**src/rtl/tfms_pkg.sv**
```systemverilog
// ----------------------------------------------------------------------------
// tfms_pkg
// Shared types and constants of the timed flap motor sequencer.
// ----------------------------------------------------------------------------
package tfms_pkg;

    // field widths
    localparam int TIME_W  = 32;
    localparam int CMP_W   = 10;
    localparam int SPEED_W = 7;
    localparam int ADDR_W  = 4;
    localparam int DATA_W  = 32;

    // flap position codes
    typedef enum logic [1:0] {
        POS_CLOSED  = 2'd0,
        POS_OPENING = 2'd1,
        POS_OPENED  = 2'd2,
        POS_CLOSING = 2'd3
    } pos_t;

    // request mode codes
    localparam logic MODE_OPEN  = 1'b0;
    localparam logic MODE_CLOSE = 1'b1;

    // register indexes (byte address / 4)
    localparam logic [1:0] REG_MOTOR_ENABLE    = 2'd0;
    localparam logic [1:0] REG_RUN_TIME_IS_SET = 2'd1;
    localparam logic [1:0] REG_MOTOR_SPEED     = 2'd2;

    // speed handling
    localparam int unsigned SPEED_RESET = 90;
    localparam int unsigned SPEED_FULL  = 100;

    // compare scaling: product / 100 by reciprocal, saturation at 1023
    localparam int unsigned CMP_SAT         = 1023;
    localparam int unsigned CMP_SAT_PRODUCT = 102300;
    localparam int          QUOT_IN_W       = 17;
    localparam int          RECIP_W         = 30;
    localparam int          RECIP_SHIFT     = 19;
    localparam int unsigned RECIP_100       = 5242;

    // request word
    typedef struct packed {
        logic              mode;
        logic [TIME_W-1:0] now_ms;
        logic              target_open;
        logic              wait_for_button;
        logic              reverse_load;
        logic [TIME_W-1:0] reverse_time_ms;
    } req_t;

    // result word
    typedef struct packed {
        logic [1:0]        flap_position;
        logic              motor_running;
        logic              drive_open;
        logic              drive_close;
        logic              relay_close;
        logic [CMP_W-1:0]  pwm_compare;
        logic              overrun_error;
        logic [TIME_W-1:0] elapsed_ms;
    } res_t;

    // settings handed from the register block to the core
    typedef struct packed {
        logic             motor_enable;
        logic             run_time_is_set;
        logic [CMP_W-1:0] compare;
    } cfg_t;

endpackage

```
**src/rtl/tfms_if.sv**
```systemverilog
// ----------------------------------------------------------------------------
// tfms_req_if / tfms_res_if
// Valid/ready channels for request words and result words.
// ----------------------------------------------------------------------------
interface tfms_req_if import tfms_pkg::*; ();
    logic              valid;
    logic              ready;
    logic              mode;
    logic [TIME_W-1:0] now_ms;
    logic              target_open;
    logic              wait_for_button;
    logic              reverse_load;
    logic [TIME_W-1:0] reverse_time_ms;

    modport source (
        output valid, mode, now_ms, target_open, wait_for_button,
               reverse_load, reverse_time_ms,
        input  ready
    );
    modport sink (
        input  valid, mode, now_ms, target_open, wait_for_button,
               reverse_load, reverse_time_ms,
        output ready
    );
endinterface

interface tfms_res_if import tfms_pkg::*; ();
    logic              valid;
    logic              ready;
    logic [1:0]        flap_position;
    logic              motor_running;
    logic              drive_open;
    logic              drive_close;
    logic              relay_close;
    logic [CMP_W-1:0]  pwm_compare;
    logic              overrun_error;
    logic [TIME_W-1:0] elapsed_ms;

    modport source (
        output valid, flap_position, motor_running, drive_open, drive_close,
               relay_close, pwm_compare, overrun_error, elapsed_ms,
        input  ready
    );
    modport sink (
        input  valid, flap_position, motor_running, drive_open, drive_close,
               relay_close, pwm_compare, overrun_error, elapsed_ms,
        output ready
    );
endinterface

```
**src/rtl/tfms_cfg.sv**
```systemverilog
// ----------------------------------------------------------------------------
// tfms_cfg
// APB register block; derives the PWM compare value from the speed setting.
// ----------------------------------------------------------------------------
module tfms_cfg
    import tfms_pkg::*;
#(
    parameter int PWM_MAX = 1000
)
(
    input  logic              clk,
    input  logic              rst_n,
    input  logic              psel,
    input  logic              penable,
    input  logic              pwrite,
    input  logic [ADDR_W-1:0] paddr,
    input  logic [DATA_W-1:0] pwdata,
    output logic [DATA_W-1:0] prdata,
    output logic              pready,
    output cfg_t              cfg
);

    localparam int PROD_W    = $clog2(PWM_MAX * SPEED_FULL + 1);
    localparam int EXT_W     = (PROD_W > QUOT_IN_W) ? PROD_W : QUOT_IN_W;
    localparam int PROD_RST  = PWM_MAX * SPEED_RESET;

    logic                enable_reg;
    logic                set_reg;
    logic [SPEED_W-1:0]  speed_reg;
    logic [PROD_W-1:0]   product_reg;
    logic [PROD_W-1:0]   product_next;
    logic [CMP_W-1:0]    cmp_next;
    logic                wr;
    logic [1:0]          reg_idx;
    logic [SPEED_W-1:0]  speed_clamped;

    logic [EXT_W-1:0]     prod_ext;
    logic [QUOT_IN_W-1:0] prod_low;
    logic [RECIP_W-1:0]   recip_mul;
    logic [10:0]          quot_est;
    logic [QUOT_IN_W-1:0] remainder;

    assign pready  = 1'b1;
    assign wr      = psel && penable && pwrite;
    assign reg_idx = paddr[ADDR_W-1:2];

    // speed above full scale counts as full scale
    assign speed_clamped = (pwdata[SPEED_W-1:0] > SPEED_W'(SPEED_FULL))
                         ? SPEED_W'(SPEED_FULL) : pwdata[SPEED_W-1:0];
    assign product_next  = PROD_W'(PWM_MAX) * PROD_W'(speed_clamped);

    // register writes
    always_ff @(posedge clk or negedge rst_n)
    begin
        if (!rst_n)
        begin
            enable_reg  <= 1'b1;
            set_reg     <= 1'b1;
            speed_reg   <= SPEED_W'(SPEED_RESET);
            product_reg <= PROD_W'(PROD_RST);
        end
        else
        begin
            if (wr)
            begin
                unique case (reg_idx)
                    REG_MOTOR_ENABLE:    enable_reg <= pwdata[0];
                    REG_RUN_TIME_IS_SET: set_reg    <= pwdata[0];
                    REG_MOTOR_SPEED:
                    begin
                        speed_reg   <= pwdata[SPEED_W-1:0];
                        product_reg <= product_next;
                    end
                    default: ;
                endcase
            end
        end
    end

    // product / 100 by reciprocal multiply with one correction step
    always_comb
    begin
        prod_ext  = EXT_W'(product_reg);
        prod_low  = prod_ext[QUOT_IN_W-1:0];
        recip_mul = RECIP_W'(prod_low) * RECIP_W'(RECIP_100);
        quot_est  = recip_mul[RECIP_W-1:RECIP_SHIFT];
        remainder = prod_low - QUOT_IN_W'(quot_est) * QUOT_IN_W'(SPEED_FULL);
        if (prod_ext >= EXT_W'(CMP_SAT_PRODUCT))
            cmp_next = CMP_W'(CMP_SAT);
        else if (remainder >= QUOT_IN_W'(SPEED_FULL))
            cmp_next = CMP_W'(quot_est + 11'd1);
        else
            cmp_next = CMP_W'(quot_est);
    end

    // read back
    always_comb
    begin
        unique case (reg_idx)
            REG_MOTOR_ENABLE:    prdata = DATA_W'(enable_reg);
            REG_RUN_TIME_IS_SET: prdata = DATA_W'(set_reg);
            REG_MOTOR_SPEED:     prdata = DATA_W'(speed_reg);
            default:             prdata = '0;
        endcase
    end

    assign cfg.motor_enable    = enable_reg;
    assign cfg.run_time_is_set = set_reg;
    assign cfg.compare         = cmp_next;

endmodule

```
**src/rtl/tfms_core.sv**
```systemverilog
// ----------------------------------------------------------------------------
// tfms_core
// Flap and motor state with the combinational update for one request word.
// ----------------------------------------------------------------------------
module tfms_core
    import tfms_pkg::*;
#(
    parameter int TIMEOUT_MS        = 60000,
    parameter int DEFAULT_RUN_MS    = 10000,
    parameter int OVERRUN_MARGIN_MS = 3000
)
(
    input  logic clk,
    input  logic rst_n,
    input  logic step,
    input  req_t item,
    input  cfg_t cfg,
    output res_t res
);

    pos_t              pos_reg,      pos_next;
    logic              running_reg,  running_next;
    logic [TIME_W-1:0] start_reg,    start_next;
    logic [TIME_W-1:0] rtl_reg,      rtl_next;
    logic [TIME_W-1:0] rev_reg,      rev_next;
    logic              en_open_reg,  en_open_next;
    logic              en_close_reg, en_close_next;
    logic              relay_reg,    relay_next;
    logic [CMP_W-1:0]  cmp_reg,      cmp_next;
    logic              err_reg,      err_next;
    logic [TIME_W-1:0] el_reg,       el_next;

    pos_t              dir;
    logic              allowed;
    logic              move;
    logic [TIME_W-1:0] rev_eff;
    logic [TIME_W-1:0] start_cur;
    logic              relay_cur;
    logic [TIME_W-1:0] el;
    logic              over;
    logic              halt;

    // next state for one request
    always_comb
    begin
        rev_eff = item.reverse_load ? item.reverse_time_ms : rev_reg;
        if (item.mode == MODE_OPEN)
        begin
            dir     = POS_OPENING;
            allowed = (pos_reg != POS_OPENED) && item.target_open;
        end
        else
        begin
            dir     = POS_CLOSING;
            allowed = (pos_reg != POS_CLOSED) && !item.target_open;
        end
        move      = cfg.motor_enable && allowed && !item.wait_for_button;
        start_cur = running_reg ? start_reg : item.now_ms;
        relay_cur = running_reg ? relay_reg : (dir == POS_CLOSING);
        el        = item.now_ms - start_cur;
        over      = ({1'b0, el} >= (TIME_W+1)'(TIMEOUT_MS))
                 || (cfg.run_time_is_set
                     && ({1'b0, el} >= {1'b0, rtl_reg} + (TIME_W+1)'(OVERRUN_MARGIN_MS)));
        halt      = (rev_eff != '0) ? (el >= rev_eff)
                                    : (cfg.run_time_is_set && (el >= rtl_reg));

        pos_next      = pos_reg;
        running_next  = running_reg;
        start_next    = start_reg;
        rtl_next      = rtl_reg;
        rev_next      = rev_eff;
        en_open_next  = en_open_reg;
        en_close_next = en_close_reg;
        relay_next    = relay_reg;
        cmp_next      = cmp_reg;
        err_next      = err_reg;
        el_next       = el_reg;

        if (move)
        begin
            start_next = start_cur;
            el_next    = el;
            err_next   = err_reg || over;
            if (!cfg.run_time_is_set)
                rtl_next = el;
            if (halt)
            begin
                // motor stops; with a known run time the move counts as done
                running_next  = 1'b0;
                en_open_next  = 1'b0;
                en_close_next = 1'b0;
                relay_next    = 1'b0;
                cmp_next      = '0;
                if (cfg.run_time_is_set)
                    pos_next = (dir == POS_OPENING) ? POS_OPENED : POS_CLOSED;
                else
                    pos_next = dir;
                if (rev_eff != '0)
                    rev_next = '0;
            end
            else
            begin
                pos_next      = dir;
                running_next  = 1'b1;
                en_open_next  = en_open_reg  || (dir == POS_OPENING);
                en_close_next = en_close_reg || (dir == POS_CLOSING);
                relay_next    = relay_cur;
                cmp_next      = cfg.compare;
            end
        end
    end

    // state registers
    always_ff @(posedge clk or negedge rst_n)
    begin
        if (!rst_n)
        begin
            pos_reg      <= POS_CLOSED;
            running_reg  <= 1'b0;
            start_reg    <= '0;
            rtl_reg      <= TIME_W'(DEFAULT_RUN_MS);
            rev_reg      <= '0;
            en_open_reg  <= 1'b0;
            en_close_reg <= 1'b0;
            relay_reg    <= 1'b0;
            cmp_reg      <= '0;
            err_reg      <= 1'b0;
            el_reg       <= '0;
        end
        else if (step)
        begin
            pos_reg      <= pos_next;
            running_reg  <= running_next;
            start_reg    <= start_next;
            rtl_reg      <= rtl_next;
            rev_reg      <= rev_next;
            en_open_reg  <= en_open_next;
            en_close_reg <= en_close_next;
            relay_reg    <= relay_next;
            cmp_reg      <= cmp_next;
            err_reg      <= err_next;
            el_reg       <= el_next;
        end
    end

    // result word shows the state after the request
    always_comb
    begin
        res.flap_position = pos_next;
        res.motor_running = running_next;
        res.drive_open    = en_open_next;
        res.drive_close   = en_close_next;
        res.relay_close   = relay_next;
        res.pwm_compare   = cmp_next;
        res.overrun_error = err_next;
        res.elapsed_ms    = el_next;
    end

    // stopped motor leaves every drive output off
    a_stopped_quiet: assert property (@(posedge clk) disable iff (!rst_n)
        !running_reg |-> (!en_open_reg && !en_close_reg && !relay_reg && cmp_reg == '0))
        else $error("drive output active while motor stopped");

    // running motor has a direction enabled
    a_running_dir: assert property (@(posedge clk) disable iff (!rst_n)
        running_reg |-> (en_open_reg || en_close_reg))
        else $error("motor running with no direction enable");

    // state moves only on a request
    a_hold_idle: assert property (@(posedge clk) disable iff (!rst_n)
        !step |=> ($stable(pos_reg) && $stable(running_reg) && $stable(rtl_reg)))
        else $error("state changed without a request");

endmodule

```
**src/rtl/timed_flap_motor_sequencer.sv**
```systemverilog
// ----------------------------------------------------------------------------
// timed_flap_motor_sequencer
// Flap motor sequencer: open/close requests in, drive and status words out.
// ----------------------------------------------------------------------------
// Usage
//   req: valid/ready channel of request words (mode, timestamp, target,
//        wait-for-button, reverse-time load). res: valid/ready channel with
//        one status word per request, showing the state after that request.
//   APB port: motor_enable at 0x0, run_time_is_set at 0x4,
//        motor_speed_percent at 0x8; write only while no request is in flight.
//        A register write applies to every word processed after that edge.
// Pipeline
//   An accepted word sits in the input register; when it advances, its result
//   is loaded into the output register, which drives res.valid. One word per
//   cycle is sustained unless res.ready stalls; the whole state update is one
//   subtract-and-compare stage between the input register and the result
//   register, and the next word sees the updated state.
// Reset
//   rst_n clears the flap to closed, motor off, run time to DEFAULT_RUN_MS,
//   registers to enable=1, run time set=1, speed=90.
// Stall
//   While res.ready is low the result holds; one more word is taken into the
//   input register, then req.ready drops until the result leaves.
// ----------------------------------------------------------------------------
module timed_flap_motor_sequencer
    import tfms_pkg::*;
#(
    parameter int PWM_MAX           = 1000,
    parameter int TIMEOUT_MS        = 60000,
    parameter int DEFAULT_RUN_MS    = 10000,
    parameter int OVERRUN_MARGIN_MS = 3000
)
(
    input  logic              clk,
    input  logic              rst_n,
    input  logic              psel,
    input  logic              penable,
    input  logic              pwrite,
    input  logic [ADDR_W-1:0] paddr,
    input  logic [DATA_W-1:0] pwdata,
    output logic [DATA_W-1:0] prdata,
    output logic              pready,
    tfms_req_if.sink          req,
    tfms_res_if.source        res
);

    cfg_t cfg;
    req_t in_word;
    res_t core_res;

    logic s1_valid_reg,  s1_valid_next;
    req_t s1_item_reg;
    logic out_valid_reg, out_valid_next;
    res_t out_res_reg;
    logic in_take;
    logic advance;

    // register block
    tfms_cfg #(
        .PWM_MAX (PWM_MAX)
    ) u_cfg (
        .clk     (clk),
        .rst_n   (rst_n),
        .psel    (psel),
        .penable (penable),
        .pwrite  (pwrite),
        .paddr   (paddr),
        .pwdata  (pwdata),
        .prdata  (prdata),
        .pready  (pready),
        .cfg     (cfg)
    );

    // handshake: input register feeds output register
    assign advance   = s1_valid_reg && (!out_valid_reg || res.ready);
    assign req.ready = !s1_valid_reg || advance;
    assign in_take   = req.valid && req.ready;

    always_comb
    begin
        in_word.mode            = req.mode;
        in_word.now_ms          = req.now_ms;
        in_word.target_open     = req.target_open;
        in_word.wait_for_button = req.wait_for_button;
        in_word.reverse_load    = req.reverse_load;
        in_word.reverse_time_ms = req.reverse_time_ms;

        s1_valid_next  = in_take ? 1'b1 : (advance ? 1'b0 : s1_valid_reg);
        out_valid_next = advance ? 1'b1 : (res.ready ? 1'b0 : out_valid_reg);
    end

    // valid flags
    always_ff @(posedge clk or negedge rst_n)
    begin
        if (!rst_n)
        begin
            s1_valid_reg  <= 1'b0;
            out_valid_reg <= 1'b0;
        end
        else
        begin
            s1_valid_reg  <= s1_valid_next;
            out_valid_reg <= out_valid_next;
        end
    end

    // payload registers
    always_ff @(posedge clk)
    begin
        if (in_take)
            s1_item_reg <= in_word;
        if (advance)
            out_res_reg <= core_res;
    end

    // state update
    tfms_core #(
        .TIMEOUT_MS        (TIMEOUT_MS),
        .DEFAULT_RUN_MS    (DEFAULT_RUN_MS),
        .OVERRUN_MARGIN_MS (OVERRUN_MARGIN_MS)
    ) u_core (
        .clk   (clk),
        .rst_n (rst_n),
        .step  (advance),
        .item  (s1_item_reg),
        .cfg   (cfg),
        .res   (core_res)
    );

    // result channel
    assign res.valid         = out_valid_reg;
    assign res.flap_position = out_res_reg.flap_position;
    assign res.motor_running = out_res_reg.motor_running;
    assign res.drive_open    = out_res_reg.drive_open;
    assign res.drive_close   = out_res_reg.drive_close;
    assign res.relay_close   = out_res_reg.relay_close;
    assign res.pwm_compare   = out_res_reg.pwm_compare;
    assign res.overrun_error = out_res_reg.overrun_error;
    assign res.elapsed_ms    = out_res_reg.elapsed_ms;

    // an accepted word is held in the input register
    a_take_lands: assert property (@(posedge clk) disable iff (!rst_n)
        in_take |=> s1_valid_reg)
        else $error("accepted word not captured");

    // a waiting word is neither lost nor changed
    a_wait_holds: assert property (@(posedge clk) disable iff (!rst_n)
        (s1_valid_reg && !advance) |=> (s1_valid_reg && $stable(s1_item_reg)))
        else $error("waiting word dropped or altered");

    // every processed word produces a result
    a_advance_out: assert property (@(posedge clk) disable iff (!rst_n)
        advance |=> out_valid_reg)
        else $error("processed word produced no result");

endmodule
```
**src/flat_wrapper.sv**
```systemverilog
// flat-port wrapper written by rule: the top's interface ports become plain ports
module timed_flap_motor_sequencer_flat import tfms_pkg::*;
#(
    parameter int PWM_MAX           = 1000,
    parameter int TIMEOUT_MS        = 60000,
    parameter int DEFAULT_RUN_MS    = 10000,
    parameter int OVERRUN_MARGIN_MS = 3000
)
  (clk, rst_n, psel, penable, pwrite, paddr, pwdata, prdata, pready, req_valid, req_mode, req_now_ms, req_target_open, req_wait_for_button, req_reverse_load, req_reverse_time_ms, req_ready, res_valid, res_flap_position, res_motor_running, res_drive_open, res_drive_close, res_relay_close, res_pwm_compare, res_overrun_error, res_elapsed_ms, res_ready);
  tfms_req_if req_i ();
  tfms_res_if res_i ();
  input  logic clk;
  input  logic rst_n;
  input  logic psel;
  input  logic penable;
  input  logic pwrite;
  input  logic [ADDR_W-1:0] paddr;
  input  logic [DATA_W-1:0] pwdata;
  output logic [DATA_W-1:0] prdata;
  output logic pready;
  input wire logic [$bits(req_i.valid)-1:0] req_valid;
  input wire logic [$bits(req_i.mode)-1:0] req_mode;
  input wire logic [$bits(req_i.now_ms)-1:0] req_now_ms;
  input wire logic [$bits(req_i.target_open)-1:0] req_target_open;
  input wire logic [$bits(req_i.wait_for_button)-1:0] req_wait_for_button;
  input wire logic [$bits(req_i.reverse_load)-1:0] req_reverse_load;
  input wire logic [$bits(req_i.reverse_time_ms)-1:0] req_reverse_time_ms;
  output wire logic [$bits(req_i.ready)-1:0] req_ready;
  output wire logic [$bits(res_i.valid)-1:0] res_valid;
  output wire logic [$bits(res_i.flap_position)-1:0] res_flap_position;
  output wire logic [$bits(res_i.motor_running)-1:0] res_motor_running;
  output wire logic [$bits(res_i.drive_open)-1:0] res_drive_open;
  output wire logic [$bits(res_i.drive_close)-1:0] res_drive_close;
  output wire logic [$bits(res_i.relay_close)-1:0] res_relay_close;
  output wire logic [$bits(res_i.pwm_compare)-1:0] res_pwm_compare;
  output wire logic [$bits(res_i.overrun_error)-1:0] res_overrun_error;
  output wire logic [$bits(res_i.elapsed_ms)-1:0] res_elapsed_ms;
  input wire logic [$bits(res_i.ready)-1:0] res_ready;
  assign req_i.valid = req_valid;
  assign req_i.mode = req_mode;
  assign req_i.now_ms = req_now_ms;
  assign req_i.target_open = req_target_open;
  assign req_i.wait_for_button = req_wait_for_button;
  assign req_i.reverse_load = req_reverse_load;
  assign req_i.reverse_time_ms = req_reverse_time_ms;
  assign req_ready = req_i.ready;
  assign res_valid = res_i.valid;
  assign res_flap_position = res_i.flap_position;
  assign res_motor_running = res_i.motor_running;
  assign res_drive_open = res_i.drive_open;
  assign res_drive_close = res_i.drive_close;
  assign res_relay_close = res_i.relay_close;
  assign res_pwm_compare = res_i.pwm_compare;
  assign res_overrun_error = res_i.overrun_error;
  assign res_elapsed_ms = res_i.elapsed_ms;
  assign res_i.ready = res_ready;
  timed_flap_motor_sequencer #(.PWM_MAX(PWM_MAX), .TIMEOUT_MS(TIMEOUT_MS), .DEFAULT_RUN_MS(DEFAULT_RUN_MS), .OVERRUN_MARGIN_MS(OVERRUN_MARGIN_MS)) u_core (.clk(clk), .rst_n(rst_n), .psel(psel), .penable(penable), .pwrite(pwrite), .paddr(paddr), .pwdata(pwdata), .prdata(prdata), .pready(pready), .req(req_i), .res(res_i));
endmodule
```
**config.mk**
```make
export PLATFORM = sky130hd
export DESIGN_NAME = timed_flap_motor_sequencer_flat
export DESIGN_NICKNAME = d
export VERILOG_FILES = /design/src/rtl/tfms_pkg.sv /design/src/rtl/tfms_if.sv /design/src/rtl/tfms_cfg.sv /design/src/rtl/tfms_core.sv /design/src/rtl/timed_flap_motor_sequencer.sv /design/src/flat_wrapper.sv
export SDC_FILE = /design/constraint.sdc
export NUM_CORES = 1
export LEC_CHECK = 0
export BUFFER_PORTS_ARGS = -buffer_cell sky130_fd_sc_hd__buf_4
export CORE_UTILIZATION = 49
export CTS_CLUSTER_DIAMETER = 40
export CTS_CLUSTER_SIZE = 12
export DETAILED_ROUTE_END_ITERATION = 8
export GPL_TIMING_DRIVEN = 0
export PLACE_DENSITY_LB_ADDON = 0.3
export SLEW_MARGIN = 20
export SYNTH_ARGS = -nofsm -noshare
export SYNTH_HDL_FRONTEND = slang
export SYNTH_SLANG_ARGS = --single-unit
```
**constraint.sdc**
```tcl
create_clock -name clk -period 9.67 [get_ports clk]
set_input_delay 0.4835 -clock clk [delete_from_list [all_inputs] [get_ports clk]]
set_output_delay 0.4835 -clock clk [all_outputs]
set_load 0.03 [all_outputs]
```
# Word level (Yosys, flattened, before mapping)
# Index checks and enable logic that the tools add are counted.
totals:
  regBits: 287
  wordCells: 114
op_classes:
  bitwise_logic: 1
  n_lt_le_gt_ge: 7
  reduce_logical: 30
  n_addsub: 4
  n_eq_ne: 5
  n_mux: 33
  multipliers: 3
ops:
  columns: ["operator", "count"]
  rows:
  - ["$mux W32", 6]
  - ["$ge A32 B32 Y1", 2]
  - ["$mux W10", 4]
  - ["$add A32 B12 Y33 const B", 1]
  - ["$ge A32 B33 Y1", 1]
  - ["$ge A32 B16 Y1 const B", 1]
  - ["$reduce_bool A32 Y1", 1]
  - ["$sub A32 B32 Y32", 1]
  - ["$mul A14 B12 Y26 const B", 1]
  - ["$pmux W7 S3", 1]
  - ["$ge A17 B17 Y1 const B", 1]
  - ["$ge A17 B7 Y1 const B", 1]
  - ["$sub A17 B17 Y17", 1]
  - ["$mux W1", 16]
  - ["$mul A11 B5 Y15 const B", 1]
  - ["$mul A7 B7 Y14 const A", 1]
  - ["$add A10 B1 Y10 const B", 1]
  - ["$logic_and A1 B1 Y1", 10]
  - ["$mux W2", 5]
  - ["$reduce_and A2 Y1", 4]
  - ["$gt A7 B7 Y1 const B", 1]
  - ["$mux W7", 1]
  - ["$logic_or A1 B1 Y1", 6]
  - ["$reduce_bool A2 Y1", 3]
  - ["7 further kinds", 12]

# Longest topological paths before layout
depth:
  depth_word: 8
  ltp_mapped: 45
  depth_no_buf: 43

# By module
# Synthesis repeated with hierarchy kept, for this count alone.
hier_totals:
  cells_unflattened: 2277
  area_unflattened_um2: 22032.4
modules_own_cells:
  columns: ["module", "n_inst", "seq_area_each_um2", "cells_each", "area_per_inst_um2"]
  rows:
  - ["tfms_core", 1, 3634.7, 1322, 11024.3]
  - ["tfms_cfg", 1, 594.3, 830, 7390.8]
  - ["timed_flap_motor_sequencer", 1, 3563.4, 125, 3617.2]

# Least setup slack after synthesis
# No wires, ideal clock.
synth_path:
  path_kind: "register -> register"
  startpoint: "reg u_core.u_cfg.product_reg[12] (netlist: u_core.u_cfg.prod_ext[12])"
  endpoint: "reg u_core.out_res_reg, in the netlist u_core.res.pwm_compare[6] (data pin)"
  path_slack_ns: -0.380
  arrival_ns: 9.792
  path_stages_with_launch: 42
  period_less_slack_ns: 10.050
  path_cell_list: "dfstp_2 > fa_1 > ha_1 > inv_1 > fa_1 > inv_1 > fa_1 > inv_1 > fa_1 > inv_1 > ha_1 > and4_4 > and2_1 > or4b_1 > a31oi_2 > nor2_1 > xnor2_1 > ha_1 > (+6 left out) > a21oi_1 > o21bai_1 > a21oi_1 > xnor2_1 > ha_1 > clkbuf_1 > nor2b_1 > o21a_1 > a311oi_1 > xor2_1 > and2_1 > mux2i_1 > or4_1 > nor4_4 > buf_6 > nor2_1 > xor2_1 > o221a_1"
synth_rtl:
  columns: ["element", "line_no", "rtl"]
  rows:
  - ["start: declaration", "tfms_cfg.sv:30", "logic [PROD_W-1:0] product_reg;"]
  - ["start signal: assignment", "tfms_cfg.sv:60", "product_reg <= PROD_W'(PROD_RST);"]
  - ["start signal: assignment", "tfms_cfg.sv:72", "product_reg <= product_next;"]
  - ["end signal: assignment", "timed_flap_motor_sequencer.sv:113", "out_res_reg <= core_res;"]
  - ["end: declaration", "timed_flap_motor_sequencer.sv:54", "res_t out_res_reg;"]

==> results.md <==
* Top post-synthesis cells by area: ha_1 17%, dfrtp_1 17%, edfxtp_1 16%
* # fillers at around 3.6k
* Yosys reg bits at 287
* Vias/cell at around 5.6
* Max clock buf depth at 3
* Primary FF master, synth: dfrtp_1
* Ports at 195
* RSZ-0062 raised after global routing: true
* Cells after Synth at roughly 2.3k
* CTS sink count at 287
* Die width at between 200 and 250 um
* Worst slew margin at 0.166
* Setup Viol. Count Final at 20
* Core footprint at around 44000 um^2
* Max-cap violation count at 0
* Final Wtd Congestion at about 0.93
* Synth top area share at 0.172
* Clk pin slew, worst setup/hold paths at ~0.060 ns
* Final Cycle Share at 1.09
* Critical path's top delay family: adder cells
* Crit path required time at 9.98 ns
* Final min period at about 11 ns
* Port Buf Inserts at 141
* First-pass GRT wire length at 93400 um
* Hold Crit Class: in2reg
* Crit Path Class: reg2reg
* Slew Limit Fails at 0
* Antenna Cells at 0
* CP max stage delay at approximately 0.62 ns
* Slew at the pin with the worst max-slew slack at approximately 1.2 ns
* Mapped cell area at 22000 um^2
* Clk_lat worst skew at between 0.5 and 0.6 ns
* Seq/Total Area, Yosys at 0.354
* Vias at between 15k and 20k
* GRT Total Usage at 0.254
* Final WL at a little under 60000 um
* DP HPWL at between 40000 and 50000 um
* CTS root buf: clkbuf_16
* Failing checks: negative setup slack
* Grt ovf at 0
* Share of layout cells above drive strength 1 at 0.169
* CP max FO at 5
* Hold Slack at between 0.07 and 0.08 ns
* Die Y at approximately 210 um
* Pin count of the biggest net entering global routing at between 90 and 100
* Clock skew at between 0.015 and 0.02 ns
* Fmax at 95.1 MHz
* Dominant cell by count in the synthesized netlist: nand2_1
* CP startpoint kind: flip-flop
* CTS tree: built
* YS warnings at 0
* ANT nets after route at 0
* Synth cell count leaders: 317 x nand2_1, 302 x ha_1, 231 x inv_1
* Post-synth ARST share at 0.592
* Number of hold violations in the final report at 0
* Slowest cell on crit path: dfstp_2
* Initial Util at 0.498
* Buf/Inv on CP at 9
* First-pass detailed-route iteration total at 5
* Full die area at approximately 46000 um^2
* Yosys top cell by area: ha_1
* Status: finished with violations
* Max FFs per register at 68
* Rows at a little under 80
* TritonCTS Buffers at between 40 and 50
* CP arrival at 10.83 ns
* Worst setup EP type: flip-flop
* # H-tree levels at 2
* Synth Area per Inst at about 9.6 um^2
* Area grow syn2layout at 20.5%
* DRC errors left at 0
* WL per Instance at 18.1 um
* Vias in the first global route at around 18k
* Nets at about 3.0k
* Initial DRC count at around 1.3k
* Yosys cell types at 79
* Initial antenna violation count at 0
* Setup slack after layout at -0.848 ns
* Post-synth EDFFs at 117
==> placed cells by master, fill, tap and decap left out, types with 16 or more instances in the layout <==
master,n
nand2_1,316
ha_1,292
inv_1,221
buf_4,213
o21ai_0,198
dfrtp_1,148
edfxtp_1,117
a21oi_1,99
nor2_1,75
xnor2_1,71
fa_1,71
mux2i_1,65
clkbuf_1,61
a21o_1,55
clkbuf_16,50
nand3_1,33
nor3_1,30
nand4_1,28
conb_1,26
nor2b_1,22
nand2b_1,19
xor2_1,19
nor4_1,19
dfstp_2,19
o21bai_1,17
o21a_1,16
==> metal layers <==
layer,wire length (um),track usage
met1,26400,0.350
met2,26500,0.414
met3,3530,0.0344
met4,1540,0.0777
met5,0,0
==> area by class of cell <==
type | count | area [um^2] | share of cell area
clock buffer | 55 | 1280 | 0.0483
timing repair buffer | 198 | 1580 | 0.0595
inverter | 232 | 873 | 0.0329
tap | 592 | 741 | 0.0279
sequential | 287 | 7800 | 0.294
clock inverter | 36 | 360 | 0.0136
multi-input combinational | 1707 | 13400 | 0.507
buffer | 90 | 448 | 0.0169
==> path summary, 6_finish.rpt <==
| kind | from | end | slack (ns) | cells after the start |
|---|---|---|---|---|
| min in group asynchronous | rst_n | u_core.u_core.rev_reg[3] | 0.47 | 2 |
| setup / recovery | u_core.u_cfg.prod_ext[11] | u_core.res.pwm_compare[8] | -0.85 | 43 |
| max in group asynchronous | rst_n | u_core.u_cfg.prod_ext[13] | 8.26 | 3 |
| hold reg to reg | u_core.u_core.el_reg[25] | u_core.u_core.el_reg[25] | 0.48 | 2 |
| hold / removal | req_reverse_time_ms[25] | u_core.s1_item_reg[25] | 0.08 | 1 |
| setup reg to reg | u_core.u_cfg.prod_ext[11] | u_core.res.pwm_compare[8] | -0.85 | 43 |
==> metrics by stage <==
| stage | utilization | instance area, um^2 | setup slack (ns) | TNS [ns] | std cells |
|---|---|---|---|---|---|
| finish | 0.600 | 26500 | -0.848 | -14.59 | 3197 |
| global route | 0.600 | 26500 | -1.26 | -23.22 | 3197 |
| CTS | 0.595 | 26300 | -0.563 | -8.88 | 3183 |
| detailed placement | 0.545 | 24100 | -1.33 | -22.67 | 3053 |
| global placement | 0.543 | 24000 | -1.18 | -19.10 | 3049 |
| floorplan | - | 22200 | 0.00124 | 0 | 2316 |
==> kinds of logic after synthesis <==
group,share of synthesized area
other cells,0.000341
simple gates,0.130
buf+inv,0.0597
flops,0.354
compound gates,0.142
xor+xnor,0.0405
fa+ha+maj,0.236
mux,0.0372
==> what timing repair did <==
action                                 4_1_cts  5_1_grt
buffers inserted                            38       14
endpoints found under the hold margin       74        0
resized for setup                           45       24
gates cloned                                 0        0
hold buffers                                 1        0
pin swaps                                   40       26
setup endpoints to repair                   20       20
Power is not shown: default switching activity piles up to over one toggle a cycle in this logic, so the estimate is an artifact.
